**src/wsp_pkg.sv**
```systemverilog
`timescale 1ns / 1ps

package wsp_pkg;

   localparam int unsigned COORD_W    = 32;
   localparam int unsigned CSR_W      = 31;
   localparam int unsigned DIM_W      = 14;
   localparam int unsigned HALF_W     = 13;
   localparam int unsigned THR_W      = 31;
   localparam int unsigned FRAC_BITS  = 16;
   localparam int unsigned ACC_W      = 49;
   localparam int unsigned MAG_W      = 48;
   localparam int unsigned NUM_W      = 61;
   localparam int unsigned DIV_STEPS  = 33;
   localparam int unsigned STEP_W     = $clog2(DIV_STEPS);
   localparam int unsigned MAT_IDX_W  = 4;
   localparam int unsigned MAT_DEPTH  = 16;

   localparam logic [1:0] CSR_SCREEN_WIDTH  = 2'd0;
   localparam logic [1:0] CSR_SCREEN_HEIGHT = 2'd1;
   localparam logic [1:0] CSR_NEAR_W_THRESH = 2'd2;

   localparam logic [DIM_W-1:0] RESET_SCREEN_WIDTH  = 14'd1920;
   localparam logic [DIM_W-1:0] RESET_SCREEN_HEIGHT = 14'd1080;
   localparam logic [THR_W-1:0] RESET_NEAR_W_THRESH = 31'd6554;

   localparam logic MODE_LOAD    = 1'b0;
   localparam logic MODE_PROJECT = 1'b1;

   localparam logic [1:0] ROW_X     = 2'd0;
   localparam logic [1:0] ROW_Y     = 2'd1;
   localparam logic [1:0] ROW_W     = 2'd2;
   localparam logic [1:0] TERM_X    = 2'd0;
   localparam logic [1:0] TERM_Y    = 2'd1;
   localparam logic [1:0] TERM_Z    = 2'd2;
   localparam logic [1:0] TERM_OFS  = 2'd3;

   typedef enum logic [3:0] {
      ST_IDLE,
      ST_OFS,
      ST_MUL,
      ST_ACC,
      ST_SAVE,
      ST_CHECK,
      ST_ABS,
      ST_HLO,
      ST_HHI,
      ST_HSUM,
      ST_DTEST,
      ST_DIV,
      ST_DFIN,
      ST_OUT
   } state_type;

   typedef enum logic [3:0] {
      OP_NONE,
      OP_LOAD,
      OP_OFS,
      OP_MUL,
      OP_ACC,
      OP_SAVE,
      OP_ABS,
      OP_HLO,
      OP_HHI,
      OP_HSUM,
      OP_DTEST,
      OP_DSTEP,
      OP_DFIN,
      OP_EMIT
   } op_type;

   typedef struct packed {
      op_type               op;
      logic [1:0]           row;
      logic [1:0]           term;
      logic                 coord;
      logic                 visible;
      logic [MAT_IDX_W-1:0] mat_index;
   } ctrl_type;

   typedef struct packed {
      logic invisible;
      logic div_skip;
   } status_type;

endpackage

```
**src/wsp_sequencer.sv**
```systemverilog
`timescale 1ns / 1ps

module wsp_sequencer (
   input  logic                clock,
   input  logic                reset,
   input  logic                req_valid,
   input  logic                req_mode,
   input  logic                rsp_stall,
   input  wsp_pkg::status_type status,
   output logic                req_stall,
   output logic                rsp_valid,
   output wsp_pkg::ctrl_type   ctrl
);

   wsp_pkg::state_type          state_ff, state_in;
   logic [1:0]                  row_ff, row_in;
   logic [1:0]                  term_ff, term_in;
   logic                        coord_ff, coord_in;
   logic [wsp_pkg::STEP_W-1:0]  step_ff, step_in;
   logic                        vis_ff, vis_in;
   logic                        rsp_valid_ff, rsp_valid_in;

   logic                        project_accept;
   logic                        out_free;
   logic [1:0]                  row_index;

   assign req_stall      = (state_ff != wsp_pkg::ST_IDLE);
   assign project_accept = req_valid && !req_stall && (req_mode == wsp_pkg::MODE_PROJECT);
   assign out_free       = !rsp_valid_ff || !rsp_stall;
   // clip rows x, y, w live in matrix rows 0, 1, 3
   assign row_index      = {row_ff[1], row_ff[1] | row_ff[0]};

   always_comb begin
      state_in     = state_ff;
      row_in       = row_ff;
      term_in      = term_ff;
      coord_in     = coord_ff;
      step_in      = step_ff;
      vis_in       = vis_ff;
      rsp_valid_in = rsp_valid_ff && rsp_stall;
      case (state_ff)
         wsp_pkg::ST_IDLE: begin
            if (project_accept) begin
               state_in = wsp_pkg::ST_OFS;
               row_in   = wsp_pkg::ROW_X;
            end
         end
         wsp_pkg::ST_OFS: begin
            state_in = wsp_pkg::ST_MUL;
            term_in  = wsp_pkg::TERM_X;
         end
         wsp_pkg::ST_MUL: begin
            state_in = wsp_pkg::ST_ACC;
         end
         wsp_pkg::ST_ACC: begin
            if (term_ff == wsp_pkg::TERM_Z) begin
               state_in = wsp_pkg::ST_SAVE;
            end else begin
               state_in = wsp_pkg::ST_MUL;
               term_in  = term_ff + 2'd1;
            end
         end
         wsp_pkg::ST_SAVE: begin
            if (row_ff == wsp_pkg::ROW_W) begin
               state_in = wsp_pkg::ST_CHECK;
            end else begin
               state_in = wsp_pkg::ST_OFS;
               row_in   = row_ff + 2'd1;
            end
         end
         wsp_pkg::ST_CHECK: begin
            vis_in   = !status.invisible;
            coord_in = 1'b0;
            state_in = status.invisible ? wsp_pkg::ST_OUT : wsp_pkg::ST_ABS;
         end
         wsp_pkg::ST_ABS:  state_in = wsp_pkg::ST_HLO;
         wsp_pkg::ST_HLO:  state_in = wsp_pkg::ST_HHI;
         wsp_pkg::ST_HHI:  state_in = wsp_pkg::ST_HSUM;
         wsp_pkg::ST_HSUM: state_in = wsp_pkg::ST_DTEST;
         wsp_pkg::ST_DTEST: begin
            step_in  = '0;
            state_in = status.div_skip ? wsp_pkg::ST_DFIN : wsp_pkg::ST_DIV;
         end
         wsp_pkg::ST_DIV: begin
            if (step_ff == wsp_pkg::STEP_W'(wsp_pkg::DIV_STEPS - 1)) begin
               state_in = wsp_pkg::ST_DFIN;
            end else begin
               step_in = step_ff + 1'b1;
            end
         end
         wsp_pkg::ST_DFIN: begin
            if (coord_ff) begin
               state_in = wsp_pkg::ST_OUT;
            end else begin
               coord_in = 1'b1;
               state_in = wsp_pkg::ST_ABS;
            end
         end
         wsp_pkg::ST_OUT: begin
            if (out_free) begin
               rsp_valid_in = 1'b1;
               state_in     = wsp_pkg::ST_IDLE;
            end
         end
         default: begin
            state_in = wsp_pkg::ST_IDLE;
         end
      endcase
   end

   always_comb begin
      ctrl.row       = row_ff;
      ctrl.term      = term_ff;
      ctrl.coord     = coord_ff;
      ctrl.visible   = vis_ff;
      ctrl.mat_index = {term_ff, row_index};
      ctrl.op        = wsp_pkg::OP_NONE;
      case (state_ff)
         wsp_pkg::ST_IDLE: begin
            if (project_accept) begin
               ctrl.op = wsp_pkg::OP_LOAD;
            end
         end
         wsp_pkg::ST_OFS: begin
            ctrl.op        = wsp_pkg::OP_OFS;
            ctrl.mat_index = {wsp_pkg::TERM_OFS, row_index};
         end
         wsp_pkg::ST_MUL:   ctrl.op = wsp_pkg::OP_MUL;
         wsp_pkg::ST_ACC:   ctrl.op = wsp_pkg::OP_ACC;
         wsp_pkg::ST_SAVE:  ctrl.op = wsp_pkg::OP_SAVE;
         wsp_pkg::ST_ABS:   ctrl.op = wsp_pkg::OP_ABS;
         wsp_pkg::ST_HLO:   ctrl.op = wsp_pkg::OP_HLO;
         wsp_pkg::ST_HHI:   ctrl.op = wsp_pkg::OP_HHI;
         wsp_pkg::ST_HSUM:  ctrl.op = wsp_pkg::OP_HSUM;
         wsp_pkg::ST_DTEST: ctrl.op = wsp_pkg::OP_DTEST;
         wsp_pkg::ST_DIV:   ctrl.op = wsp_pkg::OP_DSTEP;
         wsp_pkg::ST_DFIN:  ctrl.op = wsp_pkg::OP_DFIN;
         wsp_pkg::ST_OUT: begin
            if (out_free) begin
               ctrl.op = wsp_pkg::OP_EMIT;
            end
         end
         default: begin
            ctrl.op = wsp_pkg::OP_NONE;
         end
      endcase
   end

   always_ff @(posedge clock) begin
      if (reset) begin
         state_ff     <= wsp_pkg::ST_IDLE;
         row_ff       <= '0;
         term_ff      <= '0;
         coord_ff     <= 1'b0;
         step_ff      <= '0;
         vis_ff       <= 1'b0;
         rsp_valid_ff <= 1'b0;
      end else begin
         state_ff     <= state_in;
         row_ff       <= row_in;
         term_ff      <= term_in;
         coord_ff     <= coord_in;
         step_ff      <= step_in;
         vis_ff       <= vis_in;
         rsp_valid_ff <= rsp_valid_in;
      end
   end

   assign rsp_valid = rsp_valid_ff;

   a_emit_when_free: assert property (@(posedge clock) disable iff (reset)
      ctrl.op == wsp_pkg::OP_EMIT |-> (!rsp_valid_ff || !rsp_stall))
      else $error("result beat overwritten while held");

   a_project_starts: assert property (@(posedge clock) disable iff (reset)
      project_accept |=> (state_ff == wsp_pkg::ST_OFS && row_ff == wsp_pkg::ROW_X))
      else $error("projection did not start at clip x row");

   a_div_bound: assert property (@(posedge clock) disable iff (reset)
      state_ff == wsp_pkg::ST_DIV |-> step_ff < wsp_pkg::STEP_W'(wsp_pkg::DIV_STEPS))
      else $error("divide step counter overran");

   a_divide_visible: assert property (@(posedge clock) disable iff (reset)
      state_ff == wsp_pkg::ST_ABS |-> vis_ff)
      else $error("divide entered for invisible point");

endmodule

```
**config.mk**
```make
export PLATFORM = sky130hd
export DESIGN_NAME = wsp_sequencer
export DESIGN_NICKNAME = d
export VERILOG_FILES = /design/src/wsp_pkg.sv /design/src/wsp_sequencer.sv
export SDC_FILE = /design/constraint.sdc
export NUM_CORES = 1
export LEC_CHECK = 0
export ABC_CLOCK_PERIOD_IN_PS = 2100
export BUFFER_PORTS_ARGS = -buffer_cell sky130_fd_sc_hd__clkbuf_2
export CORE_UTILIZATION = 41
export DETAILED_ROUTE_END_ITERATION = 16
export GPL_ROUTABILITY_DRIVEN = 0
export GPL_TIMING_DRIVEN = 0
export PLACE_DENSITY_LB_ADDON = 0.08
export REMOVE_ABC_BUFFERS = 1
export SLEW_MARGIN = 20
export SYNTH_ARGS = -nofsm -noshare
export SYNTH_HDL_FRONTEND = slang
export SYNTH_SLANG_ARGS = --single-unit
export TNS_END_PERCENT = 20
```
**constraint.sdc**
```tcl
create_clock -name clock -period 2.1 [get_ports clock]
set_clock_uncertainty 0.15 [all_clocks]
set_input_delay 0.315 -clock clock [delete_from_list [all_inputs] [get_ports clock]]
set_output_delay 0.315 -clock clock [all_outputs]
set_load 0.005 [all_outputs]
```
==> run metrics <==
Post-synth EDFFs 0; RSZ-0062 raised after global routing no; Rel. slew slack between 70% and 80%; startpoint class of the critical path register; crit path capture type output pin; maximum number of pins on one net before global-route repair 28; PortBufs 22; Pins Over Slew Limit 0; total power ~0.0012 W; clock group share of total power ~15%; vias in the first global route 1116; Setup-failing EPs final 0; Starting Density a little over two fifths; Mapped Cells 163; full die area 3430 sq um; fin crit period 1.98 ns; grt ovf 0; initial antenna violation count 0; TritonRoute pass-1 iters 4; Sink Count 17; Layout fillers about 350; DRC errors left 0; total track usage a little under a fifth; Seq/Total Area, Yosys 25.9%; via count roughly 1200; required time of the critical path 1.63 ns; TritonCTS Buffers 3; first-pass GRT wire length 5.04 mm; Root Buffer clkbuf_4; dominant cell type by area after synthesis dfxtp_1; yosys warns 0; crit path max fanout 27; Async SR Flop Fraction 0%; power share of the combinational group between 40% and 50%; average size of a mapped cell 8.05 sq um; internal power 0.000668 W; Worst-Skew Late Latency between 0.2 and 0.3 ns; Detailed Route Iter0 Violations 47; sequential power share 42.8%; # nets final 189; vias per cell roughly 5.4; Synth area leaders dfxtp_1 (26%), a21oi_1 (5.7%), o21ai_0 (5.7%); Max Fclk between 0.5 and 0.6 GHz; P_leak 0.617 nW; CTS Buffer Depth 2; status finished, final reports clean; Top FF cell, synth dfxtp_1; synthesized flop and latch total 17; synthesized area between 1000 and 1500 sq um; H-tree Lvls 1; WL per Instance approximately 13 um; NetSw roughly 0.00054 W; DP Wirelength a little over 2 mm; synthesis-to-layout area growth 8.68%; WHS ~0.072 ns; Synth top area share roughly a quarter; Total Wirelength ~2.9 mm; Critical Path AT 1.52 ns; Sw Share between 40 and 50%; Die H between 50 and 60 um; Reg clk slew, reported paths about 0.11 ns; Tcrit/Tclk final between 90 and 100%; WS Path Type reg2out; Slew @ Worst Pin approximately 0.36 ns; antenna cell count 0; HP Class in2reg; Yosys cell types 50; core box area 3050 sq um; share of cells above drive strength 1 about a quarter; boundary pin count 23; # rows 20; hold_buf cts 0; Die Width 58.6 um; endpoints failing hold 0; maximum vdd ir drop a little over 0.4 mV; post-route ant nets 0; CTS tree done; pwr dens between 800 and 900 nW/um^2; max cap viols 0
## per-stage QoR
step	setup WS (ns)	TNS (ns)	area [sq um]	instances	utilization (%)
2_1_floorplan	0.300	0	1220	150	-
3_5_place_dp	-0.158	-0.200	1380	216	45.3
6_report	0.118	0	1430	220	46.7
4_1_cts	0.00575	0	1420	220	46.6
3_3_place_gp	-0.158	-0.228	1380	216	45.3
5_1_grt	0.0277	0	1430	220	46.7
## critical path, stage by stage, from the launching register on
cell and delay [ns]:
dfxtp_4 0.55, a21oi_1 0.09, o21ai_0 0.14, o21ai_1 0.09
a22o_1 0.23, clkbuf_2 0.11
## routing by layer
metal	track usage, %	share of wire, %	wire length (um)	up-vias
li1	-	-	-	611
met5	0	0	0	-
met1	26.5	50	1450	566
met4	5.10	0.59	17	0
met2	30.5	47	1360	16
met3	2.64	2.3	66	2
## final cells by class
type | instances | area (sq um) | area share, %
inverters | 13 | 51.3 | 3.60
clock buffers | 4 | 26.3 | 1.84
repair buffers | 22 | 110 | 7.72
multi-input cells | 120 | 828 | 58.1
well taps | 44 | 55.1 | 3.86
flip-flops and latches | 17 | 355 | 24.9
## power by group through the flow
stage / Combinational, W / Clock [W] / Sequential (W)
finish: 0.000508 / 0.000186 / 0.000519
global route: 0.000573 / 0.000211 / 0.000538
CTS: 0.000510 / 0.000193 / 0.000514
detailed placement: 0.000510 / 0 / 0.000513
global placement: 0.000501 / 0 / 0.000513
floorplan: 0.000361 / 0 / 0.000472
## synthesized netlist by cell type (2+ instances only)
master / n
inv_1: 13
o22ai_1: 2
nor2b_1: 2
a21oi_1: 15
nand3b_1: 2
dfxtp_1: 17
nand2b_1: 4
nand3_1: 5
o21ai_0: 15
nand4b_1: 2
xnor2_1: 2
nor4_1: 2
mux2i_1: 2
a31oi_1: 2
ha_1: 5
nor2_1: 16
a211oi_1: 4
nor3_1: 4
buf_2: 4
buf_6: 3
nand2_1: 9
buf_4: 5
## placed cells by master (no fill, tap or decap), types with 4 or more instances in the layout
cell type   n
nand3_1     5
nand2b_1    4
nand2_1     9
a211oi_1    4
dfxtp_4     4
nor3_1      4
o21ai_0    14
a21oi_1    15
nor2_1     16
inv_1      11
dfxtp_1    13
ha_1        5
clkbuf_2   22
## state kept, by name, indices dropped and copies added, names as in the netlist
register and count:
coord_ff 1, vis_ff 1, row_ff 2, state_ff 4, rsp_valid 1, term_ff 2, step_ff 6
## kinds of logic (layout without fill, tap and decap cells)
logic type / Yosys count / in the layout / synth area share (%)
multiplexers: 2 / 2 / 1.53
adder cells (fa/ha/maj): 5 / 5 / 4.77
AO/OA/AOI/OAI: 52 / 52 / 26.6
buffers and inverters: 26 / 39 / 11.0
flip-flops: 17 / 17 / 25.9
AND/OR/NAND/NOR: 59 / 59 / 28.9
XOR/XNOR: 2 / 2 / 1.33
## final timing paths
kind | depth (start not counted) | to | from | slack [ns]
worst max-delay path | 5 | ctrl[10] | state_ff[1] | 0.12
worst min-delay path | 2 | vis_ff | status[1] | 0.07
worst max register to register | 6 | state_ff[3] | step_ff[0] | 0.41
worst min register to register | 2 | row_ff[0] | row_ff[0] | 0.33
## what timing repair did
item                                    in CTS  in global routing
endpoints found under the setup margin       6                  6
gates resized for setup                      7                  5
setup buffers                                0                  0
Power figures use the tool's default switching activity.
