## src/wsp_pkg.sv

```systemverilog
`timescale 1ns / 1ps

package wsp_pkg;

   localparam int unsigned COORD_W    = 32;
   localparam int unsigned CSR_W      = 31;
   localparam int unsigned DIM_W      = 14;
   localparam int unsigned HALF_W     = 13;
   localparam int unsigned THR_W      = 31;
   localparam int unsigned FRAC_BITS  = 16;
   localparam int unsigned ACC_W      = 49;
   localparam int unsigned MAG_W      = 48;
   localparam int unsigned NUM_W      = 61;
   localparam int unsigned DIV_STEPS  = 33;
   localparam int unsigned STEP_W     = $clog2(DIV_STEPS);
   localparam int unsigned MAT_IDX_W  = 4;
   localparam int unsigned MAT_DEPTH  = 16;

   localparam logic [1:0] CSR_SCREEN_WIDTH  = 2'd0;
   localparam logic [1:0] CSR_SCREEN_HEIGHT = 2'd1;
   localparam logic [1:0] CSR_NEAR_W_THRESH = 2'd2;

   localparam logic [DIM_W-1:0] RESET_SCREEN_WIDTH  = 14'd1920;
   localparam logic [DIM_W-1:0] RESET_SCREEN_HEIGHT = 14'd1080;
   localparam logic [THR_W-1:0] RESET_NEAR_W_THRESH = 31'd6554;

   localparam logic MODE_LOAD    = 1'b0;
   localparam logic MODE_PROJECT = 1'b1;

   localparam logic [1:0] ROW_X     = 2'd0;
   localparam logic [1:0] ROW_Y     = 2'd1;
   localparam logic [1:0] ROW_W     = 2'd2;
   localparam logic [1:0] TERM_X    = 2'd0;
   localparam logic [1:0] TERM_Y    = 2'd1;
   localparam logic [1:0] TERM_Z    = 2'd2;
   localparam logic [1:0] TERM_OFS  = 2'd3;

   typedef enum logic [3:0] {
      ST_IDLE,
      ST_OFS,
      ST_MUL,
      ST_ACC,
      ST_SAVE,
      ST_CHECK,
      ST_ABS,
      ST_HLO,
      ST_HHI,
      ST_HSUM,
      ST_DTEST,
      ST_DIV,
      ST_DFIN,
      ST_OUT
   } state_type;

   typedef enum logic [3:0] {
      OP_NONE,
      OP_LOAD,
      OP_OFS,
      OP_MUL,
      OP_ACC,
      OP_SAVE,
      OP_ABS,
      OP_HLO,
      OP_HHI,
      OP_HSUM,
      OP_DTEST,
      OP_DSTEP,
      OP_DFIN,
      OP_EMIT
   } op_type;

   typedef struct packed {
      op_type               op;
      logic [1:0]           row;
      logic [1:0]           term;
      logic                 coord;
      logic                 visible;
      logic [MAT_IDX_W-1:0] mat_index;
   } ctrl_type;

   typedef struct packed {
      logic invisible;
      logic div_skip;
   } status_type;

endpackage

```

## src/wsp_datapath.sv

```systemverilog
`timescale 1ns / 1ps

module wsp_datapath (
   input  logic                                 clock,
   input  wsp_pkg::ctrl_type                    ctrl,
   input  logic signed [wsp_pkg::COORD_W-1:0]   req_point_x,
   input  logic signed [wsp_pkg::COORD_W-1:0]   req_point_y,
   input  logic signed [wsp_pkg::COORD_W-1:0]   req_point_z,
   input  logic signed [wsp_pkg::COORD_W-1:0]   mat_rdata,
   input  logic        [wsp_pkg::HALF_W-1:0]    half_width,
   input  logic        [wsp_pkg::HALF_W-1:0]    half_height,
   input  logic        [wsp_pkg::THR_W-1:0]     near_w_threshold,
   output wsp_pkg::status_type                  status,
   output logic                                 rsp_visible,
   output logic signed [wsp_pkg::COORD_W-1:0]   rsp_screen_x,
   output logic signed [wsp_pkg::COORD_W-1:0]   rsp_screen_y
);

   localparam int unsigned MUL_OP_W = wsp_pkg::COORD_W + 1;
   localparam int unsigned MUL_P_W  = 2 * MUL_OP_W;
   localparam int unsigned PROD_W   = 2 * wsp_pkg::COORD_W;
   localparam int unsigned CHUNK_W  = wsp_pkg::MAG_W / 2;
   localparam int unsigned PART_W   = CHUNK_W + wsp_pkg::HALF_W;
   localparam int unsigned SHIFT_W  = wsp_pkg::DIV_STEPS;
   localparam int unsigned QMAG_W   = wsp_pkg::DIV_STEPS + 1;
   localparam int unsigned SUM_W    = QMAG_W + 2;
   localparam int unsigned LOW_W    = wsp_pkg::DIV_STEPS - wsp_pkg::FRAC_BITS;
   localparam int unsigned CMP_W    = wsp_pkg::MAG_W + LOW_W;

   logic signed [wsp_pkg::COORD_W-1:0] px_ff, px_in, py_ff, py_in, pz_ff, pz_in;
   logic signed [PROD_W-1:0]           prod_ff, prod_in;
   logic signed [wsp_pkg::ACC_W-1:0]   acc_ff, acc_in;
   logic signed [wsp_pkg::ACC_W-1:0]   cx_ff, cx_in, cy_ff, cy_in, cw_ff, cw_in;
   logic        [wsp_pkg::MAG_W-1:0]   cabs_ff, cabs_in;
   logic                               neg_ff, neg_in;
   logic        [wsp_pkg::NUM_W-1:0]   n_ff, n_in;
   logic        [wsp_pkg::MAG_W-1:0]   rem_ff, rem_in;
   logic        [SHIFT_W-1:0]          shift_ff, shift_in;
   logic                               qsat_ff, qsat_in, qzero_ff, qzero_in;
   logic signed [wsp_pkg::COORD_W-1:0] sx_ff, sx_in, sy_ff, sy_in;
   logic                               vis_ff, vis_in;
   logic signed [wsp_pkg::COORD_W-1:0] rx_ff, rx_in, ry_ff, ry_in;

   logic signed [MUL_OP_W-1:0]         mul_a, mul_b;
   logic signed [MUL_P_W-1:0]          mul_p;
   logic signed [wsp_pkg::COORD_W-1:0] point_sel;
   logic        [wsp_pkg::HALF_W-1:0]  half_sel;
   logic signed [wsp_pkg::ACC_W-1:0]   coord_sel, coord_neg;
   logic        [wsp_pkg::MAG_W-1:0]   divisor;
   logic                               n_zero, n_ge;
   logic        [wsp_pkg::MAG_W:0]     trial, diff;
   logic                               trial_ge;
   logic        [QMAG_W-1:0]           qmag;
   logic signed [QMAG_W:0]             qsigned;
   logic signed [SUM_W-1:0]            total;
   logic signed [wsp_pkg::COORD_W-1:0] sat_val;

   always_comb begin
      case (ctrl.term)
         wsp_pkg::TERM_X: point_sel = px_ff;
         wsp_pkg::TERM_Y: point_sel = py_ff;
         default:         point_sel = pz_ff;
      endcase
   end

   assign half_sel  = ctrl.coord ? half_height : half_width;
   assign coord_sel = ctrl.coord ? cy_ff : cx_ff;
   assign coord_neg = -coord_sel;
   assign divisor   = cw_ff[wsp_pkg::MAG_W-1:0];

   always_comb begin
      mul_a = '0;
      mul_b = '0;
      case (ctrl.op)
         wsp_pkg::OP_MUL: begin
            mul_a = {point_sel[wsp_pkg::COORD_W-1], point_sel};
            mul_b = {mat_rdata[wsp_pkg::COORD_W-1], mat_rdata};
         end
         wsp_pkg::OP_HLO: begin
            mul_a = {{(MUL_OP_W-CHUNK_W){1'b0}}, cabs_ff[CHUNK_W-1:0]};
            mul_b = {{(MUL_OP_W-wsp_pkg::HALF_W){1'b0}}, half_sel};
         end
         wsp_pkg::OP_HHI: begin
            mul_a = {{(MUL_OP_W-CHUNK_W){1'b0}}, cabs_ff[wsp_pkg::MAG_W-1:CHUNK_W]};
            mul_b = {{(MUL_OP_W-wsp_pkg::HALF_W){1'b0}}, half_sel};
         end
         default: begin
         end
      endcase
   end

   assign mul_p = mul_a * mul_b;

   assign status.invisible =
      cw_ff < $signed({{(wsp_pkg::ACC_W-wsp_pkg::THR_W){1'b0}}, near_w_threshold});

   assign n_zero = (n_ff == '0);
   assign n_ge   = {{(CMP_W-wsp_pkg::NUM_W){1'b0}}, n_ff} >= {divisor, {LOW_W{1'b0}}};
   assign status.div_skip = n_zero || n_ge;

   assign trial    = {rem_ff, shift_ff[SHIFT_W-1]};
   assign trial_ge = trial >= {1'b0, divisor};
   assign diff     = trial - {1'b0, divisor};

   always_comb begin
      if (qzero_ff) begin
         qmag = '0;
      end else if (qsat_ff) begin
         qmag = {2'b01, {(QMAG_W-2){1'b0}}};
      end else begin
         qmag = {1'b0, shift_ff};
      end
      qsigned = neg_ff ? -$signed({1'b0, qmag}) : $signed({1'b0, qmag});
      total   = $signed({qsigned[QMAG_W], qsigned})
              + $signed({{(SUM_W-wsp_pkg::HALF_W-wsp_pkg::FRAC_BITS){1'b0}},
                         half_sel, {wsp_pkg::FRAC_BITS{1'b0}}});
      if (total[SUM_W-1:wsp_pkg::COORD_W-1] == '0
          || total[SUM_W-1:wsp_pkg::COORD_W-1] == '1) begin
         sat_val = total[wsp_pkg::COORD_W-1:0];
      end else if (total[SUM_W-1]) begin
         sat_val = {1'b1, {(wsp_pkg::COORD_W-1){1'b0}}};
      end else begin
         sat_val = {1'b0, {(wsp_pkg::COORD_W-1){1'b1}}};
      end
   end

   always_comb begin
      px_in    = px_ff;
      py_in    = py_ff;
      pz_in    = pz_ff;
      prod_in  = prod_ff;
      acc_in   = acc_ff;
      cx_in    = cx_ff;
      cy_in    = cy_ff;
      cw_in    = cw_ff;
      cabs_in  = cabs_ff;
      neg_in   = neg_ff;
      n_in     = n_ff;
      rem_in   = rem_ff;
      shift_in = shift_ff;
      qsat_in  = qsat_ff;
      qzero_in = qzero_ff;
      sx_in    = sx_ff;
      sy_in    = sy_ff;
      vis_in   = vis_ff;
      rx_in    = rx_ff;
      ry_in    = ry_ff;
      case (ctrl.op)
         wsp_pkg::OP_LOAD: begin
            px_in = req_point_x;
            py_in = req_point_y;
            pz_in = req_point_z;
         end
         wsp_pkg::OP_OFS: begin
            acc_in = {{(wsp_pkg::ACC_W-wsp_pkg::COORD_W){mat_rdata[wsp_pkg::COORD_W-1]}},
                      mat_rdata};
         end
         wsp_pkg::OP_MUL: begin
            prod_in = mul_p[PROD_W-1:0];
         end
         wsp_pkg::OP_ACC: begin
            // floor of the Q32.32 product down to Q16.16
            acc_in = acc_ff + {prod_ff[PROD_W-1], prod_ff[PROD_W-1:wsp_pkg::FRAC_BITS]};
         end
         wsp_pkg::OP_SAVE: begin
            case (ctrl.row)
               wsp_pkg::ROW_X: cx_in = acc_ff;
               wsp_pkg::ROW_Y: cy_in = acc_ff;
               default:        cw_in = acc_ff;
            endcase
         end
         wsp_pkg::OP_ABS: begin
            cabs_in = coord_sel[wsp_pkg::ACC_W-1] ? coord_neg[wsp_pkg::MAG_W-1:0]
                                                 : coord_sel[wsp_pkg::MAG_W-1:0];
            // y is mirrored, so its sign flips
            neg_in  = coord_sel[wsp_pkg::ACC_W-1] ^ ctrl.coord;
         end
         wsp_pkg::OP_HLO: begin
            prod_in = mul_p[PROD_W-1:0];
         end
         wsp_pkg::OP_HHI: begin
            n_in    = {{(wsp_pkg::NUM_W-PART_W){1'b0}}, prod_ff[PART_W-1:0]};
            prod_in = mul_p[PROD_W-1:0];
         end
         wsp_pkg::OP_HSUM: begin
            n_in = n_ff + {prod_ff[PART_W-1:0], {CHUNK_W{1'b0}}};
         end
         wsp_pkg::OP_DTEST: begin
            rem_in   = {{(wsp_pkg::MAG_W-(wsp_pkg::NUM_W-LOW_W)){1'b0}},
                        n_ff[wsp_pkg::NUM_W-1:LOW_W]};
            shift_in = {n_ff[LOW_W-1:0], {wsp_pkg::FRAC_BITS{1'b0}}};
            qzero_in = n_zero;
            qsat_in  = !n_zero && n_ge;
         end
         wsp_pkg::OP_DSTEP: begin
            rem_in   = trial_ge ? diff[wsp_pkg::MAG_W-1:0] : trial[wsp_pkg::MAG_W-1:0];
            shift_in = {shift_ff[SHIFT_W-2:0], trial_ge};
         end
         wsp_pkg::OP_DFIN: begin
            if (ctrl.coord) begin
               sy_in = sat_val;
            end else begin
               sx_in = sat_val;
            end
         end
         wsp_pkg::OP_EMIT: begin
            vis_in = ctrl.visible;
            rx_in  = ctrl.visible ? sx_ff : '0;
            ry_in  = ctrl.visible ? sy_ff : '0;
         end
         default: begin
         end
      endcase
   end

   always_ff @(posedge clock) begin
      px_ff    <= px_in;
      py_ff    <= py_in;
      pz_ff    <= pz_in;
      prod_ff  <= prod_in;
      acc_ff   <= acc_in;
      cx_ff    <= cx_in;
      cy_ff    <= cy_in;
      cw_ff    <= cw_in;
      cabs_ff  <= cabs_in;
      neg_ff   <= neg_in;
      n_ff     <= n_in;
      rem_ff   <= rem_in;
      shift_ff <= shift_in;
      qsat_ff  <= qsat_in;
      qzero_ff <= qzero_in;
      sx_ff    <= sx_in;
      sy_ff    <= sy_in;
      vis_ff   <= vis_in;
      rx_ff    <= rx_in;
      ry_ff    <= ry_in;
   end

   assign rsp_visible  = vis_ff;
   assign rsp_screen_x = rx_ff;
   assign rsp_screen_y = ry_ff;

endmodule

```

## config.mk

```make
export PLATFORM = sky130hd
export DESIGN_NAME = wsp_datapath
export DESIGN_NICKNAME = d
export VERILOG_FILES = /design/src/wsp_pkg.sv /design/src/wsp_datapath.sv
export SDC_FILE = /design/constraint.sdc
export NUM_CORES = 2
export LEC_CHECK = 0
export ABC_AREA = 1
export BUFFER_PORTS_ARGS = -buffer_cell sky130_fd_sc_hd__buf_2
export CORE_ASPECT_RATIO = 1.4
export CORE_MARGIN = 5
export CORE_UTILIZATION = 45
export CTS_CLUSTER_DIAMETER = 150
export CTS_CLUSTER_SIZE = 16
export DETAILED_ROUTE_END_ITERATION = 8
export PLACE_DENSITY = 0.62
export SETUP_SLACK_MARGIN = 0.3
export SKIP_CTS_REPAIR_TIMING = 1
export SYNTH_ARGS = -nofsm -noshare
export SYNTH_HDL_FRONTEND = slang
export SYNTH_SLANG_ARGS = --single-unit
```

## constraint.sdc

```tcl
create_clock -name clock -period 10 [get_ports clock]
set_clock_uncertainty 0.1 [all_clocks]
set_input_delay 1 -clock clock [delete_from_list [all_inputs] [get_ports clock]]
set_output_delay 1 -clock clock [all_outputs]
set_load 0.02 [all_outputs]
```

==> results by group <==
Pwr
  • Static leakage: 41.4 nW
  • Switching power summed over all nets: 2.09 mW
  • Largest vdd supply drop: 0.000133 V
  • Combinational power share: 0.217
  • Power share of the clock group: 0.291
  • Proportion of total power due to net switching: 0.313
  • Sequential power share: 0.492
  • Internal power component: 4.58 mW
  • Power density over cell area: 79.5 nW/um2

GRT
  • First-pass GRT wire length: 402 mm
  • Antenna violations before repair: 4
  • Via count of the first global-routing pass: 65600
  • Total global routing track utilization: 0.298
  • Pin count of the biggest net entering global routing: 87
  • Total congestion overflow after global routing: 0

Run
  • Number of max-cap violations: 0

Clocking
  • Deepest level of the CTS H-tree: 2
  • Number of sinks handled by clock tree synthesis: 678
  • Buffer cell driving the clock tree root: sky130_fd_sc_hd__clkbuf_16
  • Max Root-Sink Buffers: 3
  • Clock tree from TritonCTS: yes
  • Number of clock buffers inserted by TritonCTS: 49
  • Clock transition at the registers of the reported paths: 0.09 ns
  • Worst skew pair latency: 0.70 ns

Synth
  • Cell area after synthesis: 77200 um2
  • Synth Register Bits: 678
  • Count of warnings emitted by yosys: 0
  • Most instantiated library cell after synthesis: sky130_fd_sc_hd__inv_1
  • Number of enable flip-flop cells after synthesis: 678
  • Synthesized netlist cell count: 8873
  • Ys async rst share: 0
  • Cell accounting for the most synthesized area: sky130_fd_sc_hd__fa_1
  • Netlist cell types: 62
  • Share of Yosys cell area claimed by the top area cell type: 0.288
  • Portion of the post-synthesis area used by sequential elements: 0.264
  • Most used flip-flop cell after synthesis: sky130_fd_sc_hd__edfxtp_1
  • Synth top cells by count: sky130_fd_sc_hd__inv_1 (2016), sky130_fd_sc_hd__nand2_1 (1894), sky130_fd_sc_hd__fa_1 (1109)
  • Mapped Nets: 10600
  • Dominant cells by area after synthesis: sky130_fd_sc_hd__fa_1 (29%), sky130_fd_sc_hd__edfxtp_1 (26%), sky130_fd_sc_hd__inv_1 (9.8%)
  • Post-Syn Area per Cell: 8.70 um2

Cells and area
  • Filler cell count in the final layout: 16400
  • Layout Nets: 10900
  • Area growth from synthesis to layout: 8.74%
  • Final Non-Filler Cells: 11400
  • Ratio of cells with drive above 1 in the final layout: 0.0812

STA
  • Upper clock frequency limit: 106 MHz
  • Number of pins with negative max-slew slack in the final report: 0
  • Final critical path time including I/O delays and setup: 9.39 ns
  • Worst slew slack as a fraction of its limit: 0.143
  • Setup repair after global routing missed its margin: yes
  • Share of the clock period used by the worst path after layout: 0.939
  • Final hold viol count: 0
  • Setup violation total in the final timing report: 0
  • Sum Neg Setup Slack: 0 ns
  • Worst Tran Pin Value: 1.27 ns

Placed design
  • Final weighted congestion of routability-driven global placement: 1.04
  • Post-placement cell count: 11400
  • Number of buffers added on ports: 262
  • Post-DP HPWL: 225 mm

Die
  • Core ar.: 170000 um2
  • Die area: 180000 um2
  • Die W: 360 um
  • Starting Density: 0.453
  • I/O pin cnt: 267
  • Placement Rows: 179
  • Vertical die dimension: 500 um

Worst hold path
  • Min-Delay Path Class: in -> reg

Routing
  • DRC violations left: 0
  • Number of vias after detailed routing: 60900
  • Initial DRT Pass Iterations: 8
  • Avg WL per Cell: 23.5 um
  • Count of routing violations after the opening detailed-route iteration: 4278
  • Routed via count divided by cell count: 5.32
  • Wire length reported by the detailed router: 269 mm
  • Residual antenna-violating net count after detailed routing: 0

Critical path
  • Cell type of the slowest stage on the worst timing path: sky130_fd_sc_hd__fa_1
  • Highest fanout seen on the critical path: 25
  • Crit path top cell by count: sky130_fd_sc_hd__fa_1
  • Arrival @ worst endpoint: 9.72 ns
  • Delay of the slowest cell on the worst path: 0.66 ns
  • Worst EP required: 10.33 ns
  • Kind of critical path: in -> reg
  • Sort of element at the end of the critical path: register
  • Type of element launching the critical path: input port

Run status
  • Outcome: completed
-- final timing paths --
path | start | endpoint | slack, ns | depth (start not counted)
min reg2reg | sx_ff[22] | rsp_screen_x[22] | 0.39 | 2
max | ctrl[11] | prod_ff[60] | 0.61 | 34
min | req_point_y[16] | py_ff[16] | 0.37 | 1
max reg2reg | cabs_ff[22] | prod_ff[52] | 1.38 | 30
-- kinds of logic after synthesis --
group / Yosys count / synth area share
and+or+nand+nor: 3164 / 0.165
buffers and inverters: 2312 / 0.115
adders and majority gates: 1542 / 0.358
AOI/OAI and AO/OA: 928 / 0.0704
DFF: 678 / 0.264
xor gates and xnor gates: 234 / 0.0266
muxes: 15 / 0.00195
-- per-stage QoR --
stage | util | instance area (um2) | setup slack (ns) | power, mW | hold slack (ns)
after floorplan | - | 77200 | 0.744 | 4.21 | 0.368
after global placement | 0.485 | 82600 | -0.163 | 4.76 | 0.384
after detailed placement | 0.485 | 82600 | -0.151 | 4.79 | 0.387
after CTS | 0.493 | 83900 | 0.548 | 6.72 | 0.326
after global routing | 0.493 | 83900 | 0.287 | 6.97 | 0.334
final | 0.493 | 83900 | 0.610 | 6.67 | 0.370
-- cells in the final DEF, fill, tap and decap left out, drive strengths merged, types with 45 or more instances in the layout --
| master | synthesis | layout |
|---|---|---|
| a21oi | 351 | 351 |
| xor2 | 158 | 158 |
| clkbuf | 179 | 49 |
| buf | 96 | 527 |
| nand2 | 1903 | 1903 |
| xnor2 | 76 | 76 |
| fa | 1109 | 1109 |
| nand4 | 84 | 84 |
| inv | 2025 | 2026 |
| o21bai | 45 | 45 |
| nand3 | 173 | 173 |
| edfxtp | 678 | 678 |
| ha | 433 | 433 |
| or2 | 48 | 48 |
| nor2 | 866 | 866 |
| o21ai | 331 | 331 |
-- worst max-delay path, delay by kind of cell --
kind,cells,cell delay [ns]
adder cells (fa/ha/maj),9,4.41
AND/OR/NAND/NOR,12,2.32
buffers and inverters,11,1.64
XOR/XNOR,1,0.16
AO/OA/AOI/OAI,1,0.13
-- layout make-up --
class / count / area [um2] / area share
Inverter: 2037 / 7650 / 0.0912
Timing Repair Buffer: 527 / 3650 / 0.0435
Multi-Input combinational cell: 5883 / 48100 / 0.573
Sequential cell: 678 / 20400 / 0.243
Tap cell: 2262 / 2830 / 0.0337
Clock inverter: 6 / 113 / 0.00134
Antenna cell: 3 / 7.51 / 0.0000895
Clock buffer: 49 / 1230 / 0.0146
-- power by group through the flow --
| stage | clock [mW] | sequential [mW] | combinational (mW) |
|---|---|---|---|
| finish | 1.94 | 3.29 | 1.45 |
| floorplan | 0 | 3.31 | 0.897 |
| global route | 2.09 | 3.29 | 1.60 |
| CTS | 1.99 | 3.29 | 1.44 |
| global placement | 0 | 3.35 | 1.42 |
| detailed placement | 0 | 3.35 | 1.44 |
-- registers in the layout (all words and copies together) (netlist names), 33 cells and up --
register,count
cabs_ff,48
cw_ff,49
cx_ff,49
prod_ff,64
acc_ff,49
rem_ff,48
n_ff,61
cy_ff,49
shift_ff,33
-- per-layer routing --
layer | routed length [um] | GRT usage | vias to the layer above
li1 | - | - | 27700
met1 | 93800 | 0.326 | 30200
met4 | 27900 | 0.240 | 0
met2 | 132000 | 0.521 | 2184
met5 | 0 | 0 | -
met3 | 15200 | 0.0407 | 790
Note: power is estimated with default switching activity, not from simulation.
